## src/design/mvt_ram.sv

```systemverilog
// Generic single-port RAM with registered read.
module mvt_ram #(
  parameter int Width = 8,
  parameter int Depth = 64
) (
  input  logic                     clk,
  input  logic                     we,
  input  logic [$clog2(Depth)-1:0] addr,
  input  logic [Width-1:0]         wdata,
  output logic [Width-1:0]         rdata
);
  logic [Width-1:0] mem [Depth];

  always_ff @(posedge clk) begin
    if (we) begin
      mem[addr] <= wdata;
    end
    rdata <= mem[addr];
  end
endmodule

```

## config.mk

```make
export PLATFORM = sky130hd
export DESIGN_NAME = mvt_ram
export DESIGN_NICKNAME = d
export VERILOG_FILES = /design/src/design/mvt_ram.sv
export SDC_FILE = /design/constraint.sdc
export NUM_CORES = 1
export LEC_CHECK = 0
export BUFFER_PORTS_ARGS = -buffer_cell sky130_fd_sc_hd__buf_2
export CAP_MARGIN = 25
export CORE_UTILIZATION = 60
export DETAILED_ROUTE_END_ITERATION = 8
export PLACE_DENSITY = 0.78
export SKIP_CTS_REPAIR_TIMING = 1
export SYNTH_ARGS = -nofsm -noshare
export SYNTH_HDL_FRONTEND = slang
export SYNTH_SLANG_ARGS = --single-unit
```

## constraint.sdc

```tcl
create_clock -name clk -period 5.3 [get_ports clk]
set_input_delay 0.265 -clock clk [delete_from_list [all_inputs] [get_ports clk]]
set_output_delay 0.265 -clock clk [all_outputs]
set_load 0.1 [all_outputs]
```

==> results.py <==
metrics = {
    "yosys": {
        "yosys_most_used_dff": "edfxtp_1",
        "synth_fa_ha_area_share_pct": 0,
        "synth_top_area_cell": "edfxtp_1",
        "ys_types": 56,
        "synth-seq-cells": 520,
        "yosysTopAreaCellShare_pct": 75.2,
        "ys_seq_area_share_pct": 76.0,
        "synth_xor_xnor_area_share_pct": 0,
        "synth-edff-count": 512,
        "synth_top_family_by_area": "multiplexers",
        "synth-async-reset-ratio_pct": 0,
        "ys_warn_count": 0,
        "synthTopCellsByArea": "edfxtp_1 (75%), mux4_2 (4.5%), mux2i_1 (3.1%), nor2_1 (1.5%), a22oi_1 (1.5%)",
        "syn_avg_cell_area_um2": 17.5,
        "syn-cell-area_um2": 20400,
        "synth_compound_area_share_pct": 8.08,
        "muxShareOfSynthArea_pct": 8.26,
        "netlist_instances": 1171,
        "synth-simple-area-share_pct": 5.71,
        "synth_nets": 1187,
    },
    "cts": {
        "numCtsBuffers": 50,
        "cts_tree": "built",
        "cts_root_buf": "clkbuf_16",
        "htreeDepth": 2,
        "clock_sinks": 520,
        "clock_path_buffers": 3,
        "path_clk_slew_ns": 0.06,
        "clk_latency_ns": 0.56,
    },
    "timing": {
        "worst_slew_pin_slew_ns": 1.02,
        "fin_skew_ns": 0.00919,
        "final_hold_viol_count": 0,
        "finalCriticalPeriod_ns": 2.80,
        "whs_ns": 0.385,
        "setup_tns_ns": 0,
        "fmax_mhz": 357,
        "rsz0062_at_grt": "no",
        "relSlewSlack_pct": 31.8,
        "finalCritPeriodShare_pct": 52.8,
        "setup_viol": 0,
        "final_max_slew_viol_count": 0,
    },
    "worst_setup_path": {
        "startpoint": "addr[2]",
        "r2r_slack_ns": 2.91,
        "crit_type": "input pin to register",
        "cp.arrival_ns": 3.24,
        "critPathLaunchType": "input pin",
        "cp-endpoint": "rdata[7]",
        "worst_ep_required_time_ns": 5.74,
        "regToRegStartpoint": "mem[6][7]",
        "reg2reg_depth": 5,
        "crit_fanout": 87,
        "worst_r2r_endpoint": "rdata[7]",
        "cp-end-kind": "register",
    },
    "power_and_ir_drop": {
        "p_leak_nw": 7.20,
        "powerDensity_nw_per_um2": 376,
        "ir_worst_vdd_uv": 336,
        "finalPower_w": 0.00846,
    },
    "die": {
        "rows": 67,
        "core_area_um2": 33500,
        "ios": 24,
        "die_w_um": 187,
        "start_util_pct": 61.0,
        "die_h_um": 187,
        "dieArea_um2": 34800,
    },
    "drt": {
        "vias_per_cell": 6.97,
        "wire_per_inst_um": 29.9,
        "drc": 0,
        "drtIter0Drc": 1824,
        "final_antenna_net_count": 0,
        "num_vias": 11700,
        "drtPass1Iterations": 6,
        "drt_wl_total_um": 50100,
    },
    "cells_and_area": {
        "regArea_um2": 15500,
        "fill_cells": 2137,
        "syn_to_final_growth_pct": 10.1,
        "diodes": 0,
        "multi_input_area_um2": 4510,
        "fin_nets": 1206,
        "drive_above_1_share_pct": 13.8,
    },
    "place": {
        "place.gp.congestion": 0.949,
        "place_hpwl_um": 29700,
        "portBuffers": 23,
    },
    "global_route": {
        "antenna_found_initial": 1,
        "gr-usage-all-layers_pct": 29.1,
        "grt_pass1_wl_um": 74500,
        "grt_max_degree": 88,
        "grt_overflow": 0,
        "first_global_vias": 11300,
    },
    "worst_hold_path": {
        "hp-class": "input pin to register",
    },
    "status": {
        "status": "finished, final reports clean",
    },
    "run": {
        "cap_violations": 0,
    },
}
[flip-flops by register name, summed over array words and instances, names as in the netlist]
| name | cells |
|---|---|
| mem | 512 |
| rdata | 8 |
[where the power goes]
group	switching [W]	leakage [nW]	internal (W)	total (W)
clock	0.00146	0.756	0.00191	0.00337
combinational	0.000380	1.77	0.000143	0.000523
sequential	0.0000149	4.67	0.00455	0.00457
[through the flow]
step	area (um2)	std cells	utilization [%]	worst slack [ns]
finish	22500	1677	67.1	2.50
detailed placement	20900	1584	62.4	2.01
floorplan	20400	1171	-	2.94
global placement	20900	1583	62.4	2.07
CTS	22500	1675	67.0	2.56
global route	22500	1677	67.1	2.40
[worst max-delay path, cell delays in order]
cell,delay [ns]
buf_6,0.59
buf_4,0.58
nor2_1,0.26
buf_4,0.30
a221oi_1,0.29
o22a_1,0.23
o221ai_1,0.17
or4b_1,0.51
[how the worst min path moves through the flow]
| stage | start | to | slack (ns) | cells past startpoint |
|---|---|---|---|---|
| 4_1_cts | wdata[3] | mem[10][3] | 0.40 | 2 |
| 3_5_place_dp | mem[3][4] | rdata[4] | 0.68 | 3 |
| 3_3_place_gp | mem[3][4] | rdata[4] | 0.70 | 3 |
| 5_1_grt | wdata[3] | mem[60][3] | 0.41 | 2 |
| 2_1_floorplan | wdata[0] | mem[0][0] | 0.36 | 0 |
| 6_report | wdata[3] | mem[56][3] | 0.38 | 2 |
[routing by layer]
metal / vias up / GRT usage, % / part of all wire (%)
met3: 148 / 6.02 / 12
met5: - / 0 / 0
li1: 4794 / - / -
met2: 913 / 45.6 / 48
met4: 0 / 10.5 / 3.7
met1: 5840 / 41.2 / 36
[cells in the final DEF (no fill, tap or decap), types with 4 or more instances in the layout]
| cell type | instances |
|---|---|
| a211oi_1 | 6 |
| a21o_1 | 4 |
| a21oi_1 | 28 |
| a221o_1 | 11 |
| a221oi_1 | 21 |
| a22o_1 | 10 |
| a22oi_1 | 40 |
| a31oi_1 | 15 |
| a32oi_1 | 7 |
| and2_1 | 9 |
| and3_1 | 9 |
| and4_1 | 6 |
| buf_2 | 20 |
| buf_4 | 25 |
| clkbuf_1 | 13 |
| clkbuf_16 | 53 |
| clkinv_1 | 13 |
| clkinv_2 | 10 |
| dfxtp_1 | 8 |
| edfxtp_1 | 512 |
| mux2_1 | 7 |
| mux2_2 | 5 |
| mux2i_1 | 63 |
| mux4_2 | 41 |
| nand2_1 | 45 |
| nand2b_1 | 24 |
| nand3_1 | 8 |
| nand3b_1 | 12 |
| nor2_1 | 81 |
| nor2b_1 | 7 |
| o21ai_0 | 9 |
| o221ai_1 | 9 |
| o22a_1 | 11 |
| o22ai_1 | 22 |
| o2bb2ai_1 | 7 |
| o31ai_1 | 5 |
| or3b_2 | 5 |
[cell type report]
class	count	share of cell area (%)
clock buffer	66	6.11
clock inverter	25	0.706
inverter	3	0.0500
multi-input combinational	567	20.1
sequential	520	69.0
tap	448	2.49
timing repair buffer	48	1.57
[Yosys cell counts, drive strengths merged (21+ instances only)]
| master | n |
|---|---|
| clkbuf | 36 |
| edfxtp | 512 |
| a21oi | 28 |
| nand2b | 24 |
| o22ai | 22 |
| a22oi | 40 |
| mux4 | 41 |
| a221oi | 21 |
| nand2 | 45 |
| buf | 45 |
| nor2 | 82 |
| mux2i | 63 |
[logic make-up (layout without fill, tap and decap cells)]
kind of cell	after synthesis	in the layout
flops	520	520
buf+inv	84	142
mux	116	116
simple gates	229	229
compound gates	222	222
Power figures use the tool's default switching activity.
