[src/design/mvt_pkg.sv]
// Package with shared types and constants of the version table.
package mvt_pkg;

  localparam int DefaultDepth = 64;

  typedef enum logic [2:0] {
    OP_CREATE   = 3'd0,
    OP_LOOKUP   = 3'd1,
    OP_MARK_DEL = 3'd2,
    OP_COMMIT   = 3'd3,
    OP_RB_CREATE = 3'd4,
    OP_RB_DROP  = 3'd5
  } op_t;

  localparam logic [1:0] ST_OK = 2'd0;
  localparam logic [1:0] ST_NONE = 2'd1;
  localparam logic [1:0] ST_FULL = 2'd2;

  localparam logic CFG_TIME = 1'b0;
  localparam logic CFG_TX = 1'b1;

  typedef struct packed {
    logic [2:0]  operation;
    logic [15:0] key_id;
    logic [47:0] txn;
    logic [47:0] snapshot_time;
    logic [47:0] stamp_time;
    logic [47:0] init_del_txn;
    logic [47:0] init_del_time;
    logic [31:0] payload_in;
  } cmd_t;

  typedef struct packed {
    logic [1:0]  status;
    logic [5:0]  slot;
    logic [31:0] payload_out;
  } rsp_t;

  typedef struct packed {
    logic [15:0] key;
    logic [31:0] payload;
    logic [47:0] create_txn;
    logic [47:0] create_time;
    logic [47:0] delete_txn;
    logic [47:0] delete_time;
    logic [31:0] order;
  } rec_t;

endpackage

[src/design/mvt_eval.sv]
// Per-slot evaluation unit: visibility and pending create/delete checks.
module mvt_eval
  import mvt_pkg::*;
(
  input  rec_t        rec,
  input  cmd_t        cmd,
  input  logic [47:0] inv_time,
  output logic        visible,
  output logic        key_hit,
  output logic        pend_cre,
  output logic        pend_del
);
  logic cre_ok;

  always_comb begin
    key_hit = rec.key == cmd.key_id;
    cre_ok = (rec.create_txn == cmd.txn) ||
             ((rec.create_time != inv_time) && (rec.create_time < cmd.snapshot_time));
    visible = cre_ok && (rec.delete_txn != cmd.txn) &&
              ((rec.delete_time == inv_time) || (rec.delete_time >= cmd.snapshot_time));
    pend_cre = (rec.create_txn == cmd.txn) && (rec.create_time == inv_time);
    pend_del = (rec.delete_txn == cmd.txn) && (rec.delete_time == inv_time);
  end
endmodule

[config.mk]
export PLATFORM = sky130hd
export DESIGN_NAME = mvt_eval
export DESIGN_NICKNAME = d
export VERILOG_FILES = /design/src/design/mvt_pkg.sv /design/src/design/mvt_eval.sv
export SDC_FILE = /design/constraint.sdc
export NUM_CORES = 1
export LEC_CHECK = 0
export ABC_AREA = 1
export ABC_CLOCK_PERIOD_IN_PS = 2300
export CORE_AREA = 2 2 236 238
export DETAILED_ROUTE_END_ITERATION = 7
export DIE_AREA = 0 0 238 240
export DONT_BUFFER_PORTS = 1
export SLEW_MARGIN = 10
export SYNTH_ARGS = -nofsm -noshare
export SYNTH_HDL_FRONTEND = slang
export SYNTH_SLANG_ARGS = --single-unit
[constraint.sdc]
create_clock -name vclk -period 2.3
set_input_delay 0.46 -clock vclk [all_inputs]
set_output_delay 0.46 -clock vclk [all_outputs]
set_load 0.005 [all_outputs]
==> results.txt <==
Post-Syn Nets: 1498
# DRC: 0
Total standard cell area after synthesis: 5050 µm²
Capturing element type of the critical path: primary output
Cell count after synthesis: 792
Total global routing track utilization: 9.21%
Number of search-and-repair iterations in the first detailed-routing pass: 6
Post-layout min period: 2.53 ns
Cell family with the largest share of critical-path delay: simple AND/OR/NAND/NOR gates
Failing checks: negative setup slack
Count of distinct cell types in the synthesized netlist: 28
Num sequential: 0
Die boundary width: 238 µm
CP Class: input port to primary output
Internal power of the cells: 0.493 mW
Total number of nets in the final design: 1545
Largest fanout on the critical path: 2
Vias after detailed routing: 5065
Via density per instance: 3.29
Final count of pins violating max slew: 0
Gate power share: 100.0%
Part of the Yosys area used for sequential elements: 0%
Number of violations reported at the end of detailed-routing iteration 0: 64
Required time of the critical path: 1.84 ns
Worst path bufs/invs: 4
Weighted congestion reported at the end of routability-driven placement: 0.932
Layout-stage area growth over the synthesis result: 29.8%
RSZ-0062 raised after global routing: true
Pin count of the biggest net entering global routing: 5
Endpoints failing setup: 1
Height of the die: 240 µm
Area of the die: 57100 µm²
Number of diodes: 0
Detailed placer's ending HPWL: 27000 µm
Worst hold slack: 1.08 ns
CP max stage delay: 0.39 ns
Top Ports: 615
Cell at the slowest stage of the critical path: sky130_fd_sc_hd__ha_1
Worst Tran Pin Value: 0.630 ns
Area inside the core boundary: 54700 µm²
Congestion Overflow GR: 0
Clock network fraction of total power: 0%
Maximum operating frequency: 0.395 GHz
Number of endpoints with negative hold slack in the final report: 0
Aggregate routed wire length: 27700 µm
Effective utilization at floorplan: 9.24%
Wire length per cell: 18.0 µm
Sequential standard cell area: 0 µm²
Kind of start point of the critical path: input port
Most frequent cell on the critical path: sky130_fd_sc_hd__buf_4
Cell Pwr Density: 154 nW/µm²
Yosys warnings: 0
WP data arrival: 2.07 ns
Maximum VDD drop: 0.0572 mV
Final ANT Viol Nets: 0
Sw Share: 51.2%
Min-Delay Path Class: input port to primary output
Final cycle utilization of the critical path: 110%
Status: complete, but fails checks
Number of port buffers: 0
Ordered cell list for the critical path: inv_2 -> ha_1 -> nand4_1 -> buf_4 -> nor3_1 -> buf_4 -> nand3_1 -> nand4_1 -> nor2_1 -> nor2_1 -> buf_4
Layout cells sized above 1: 12.8%
Max transition margin: 57.7%
Vias in the first global route: 5209
Total power: 1.01 mW
Rows: 86
Proportion of power drawn by flip-flops and latches: 0%
Max-cap check violation count: 0
Final worst slack: -0.230 ns
Switching component of the power: 0.517 mW
Antenna violations before repair: 2
Average cell area after synthesis: 6.38 µm²
Global-route wire length before repair: 36100 µm
CLK BUF: 0
LEAKAGE: 2.81 nW
-- path summary, 6_finish.rpt --
check,startpoint,to,slack [ns],depth (start not counted)
worst max-delay path,cmd[181],visible,-0.23,11
worst min-delay path,rec[258],key_hit,1.08,3
-- per-stage QoR --
step	setup slack, ns	TNS, ns	utilization, %	cell area [µm²]	instances
6_report	-0.230	-0.230	12.0	6560	1541
4_1_cts	-0.195	-0.233	11.6	6360	1541
2_1_floorplan	0.288	0	-	5050	792
3_5_place_dp	-0.309	-0.431	11.5	6270	1541
3_3_place_gp	-0.235	-0.393	11.5	6270	1541
5_1_grt	-0.389	-0.447	12.0	6560	1541
-- cell usage in the layout (no fill, tap or decap), types with 6 or more instances in the layout --
cell type and instances:
sky130_fd_sc_hd__nor3_1 22, sky130_fd_sc_hd__xor2_1 64, sky130_fd_sc_hd__buf_4 42, sky130_fd_sc_hd__nor3_2 10
sky130_fd_sc_hd__nand3_1 24, sky130_fd_sc_hd__ha_1 91, sky130_fd_sc_hd__nand2_2 10, sky130_fd_sc_hd__or2_1 11
sky130_fd_sc_hd__nor2_1 54, sky130_fd_sc_hd__a21oi_1 35, sky130_fd_sc_hd__or2_0 9, sky130_fd_sc_hd__inv_1 91
sky130_fd_sc_hd__o21ai_0 10, sky130_fd_sc_hd__xnor2_1 108, sky130_fd_sc_hd__nand2_1 178, sky130_fd_sc_hd__nand4_1 18
sky130_fd_sc_hd__nor2_2 6
-- synth_stat cells --
| cell | instances | area [µm²] |
|---|---|---|
| sky130_fd_sc_hd__o21ai_0 | 11 | 55.1 |
| sky130_fd_sc_hd__nand2_1 | 189 | 709 |
| sky130_fd_sc_hd__inv_1 | 96 | 360 |
| sky130_fd_sc_hd__nor2_2 | 3 | 18.8 |
| sky130_fd_sc_hd__or2_1 | 8 | 50.1 |
| sky130_fd_sc_hd__nand3b_1 | 1 | 7.51 |
| sky130_fd_sc_hd__o21bai_1 | 1 | 7.51 |
| sky130_fd_sc_hd__nor3_2 | 8 | 80.1 |
| sky130_fd_sc_hd__nor4_2 | 1 | 12.5 |
| sky130_fd_sc_hd__inv_2 | 1 | 3.75 |
| sky130_fd_sc_hd__ha_1 | 95 | 1190 |
| sky130_fd_sc_hd__nand3_1 | 28 | 140 |
| sky130_fd_sc_hd__or2_0 | 12 | 75.1 |
| sky130_fd_sc_hd__a21oi_1 | 40 | 200 |
| sky130_fd_sc_hd__or2_2 | 4 | 25.0 |
| sky130_fd_sc_hd__nor3b_1 | 2 | 15.0 |
| sky130_fd_sc_hd__and2_1 | 1 | 6.26 |
| sky130_fd_sc_hd__a21o_1 | 3 | 22.5 |
| sky130_fd_sc_hd__o21a_1 | 2 | 15.0 |
| sky130_fd_sc_hd__nor4_4 | 1 | 21.3 |
| sky130_fd_sc_hd__clkinv_1 | 1 | 3.75 |
| sky130_fd_sc_hd__nor3_1 | 27 | 135 |
| sky130_fd_sc_hd__o2111ai_1 | 1 | 8.76 |
| sky130_fd_sc_hd__nand4_1 | 18 | 113 |
| sky130_fd_sc_hd__nor2_1 | 59 | 221 |
| sky130_fd_sc_hd__xor2_1 | 64 | 561 |
| sky130_fd_sc_hd__xnor2_1 | 112 | 981 |
| sky130_fd_sc_hd__o21ai_1 | 3 | 15.0 |
-- metal layers --
metal	vias up	global-route usage, %	wire length, µm
met5	-	0	13
met4	2	3.47	1150
met3	34	2.58	2600
met2	304	16.0	12800
met1	2083	10.8	11200
li1	2642	-	-
-- cells by family (layout without fill, tap and decap cells) --
group | Yosys count | count (layout) | share of synthesized area, %
simple gates | 362 | 362 | 32.3
xor+xnor | 176 | 176 | 30.5
buf+inv | 98 | 143 | 7.28
fa+ha+maj | 95 | 95 | 23.5
compound gates | 61 | 61 | 6.41
-- power by group through the flow --
| stage | registers (mW) | logic (mW) | clock network (mW) |
|---|---|---|---|
| CTS | 0 | 1.01 | 0 |
| floorplan | 0 | 0.664 | 0 |
| finish | 0 | 1.01 | 0 |
| detailed placement | 0 | 0.976 | 0 |
| global placement | 0 | 0.971 | 0 |
| global route | 0 | 1.17 | 0 |
-- cell type report --
cell class,instances,area (µm²)
fill,6378,48100
inverter,98,387
multi-input combinational,694,4940
tap,704,881
timing repair buffer,45,349
-- timing repair --
action | in CTS | in global routing
endpoints found under the setup margin | 2 | 3
pin swaps | 6 | 24
gates resized for setup | 20 | 47
hold buffers | 0 | 0
setup buffers | 0 | 0
Power figures use the tool's default switching activity.
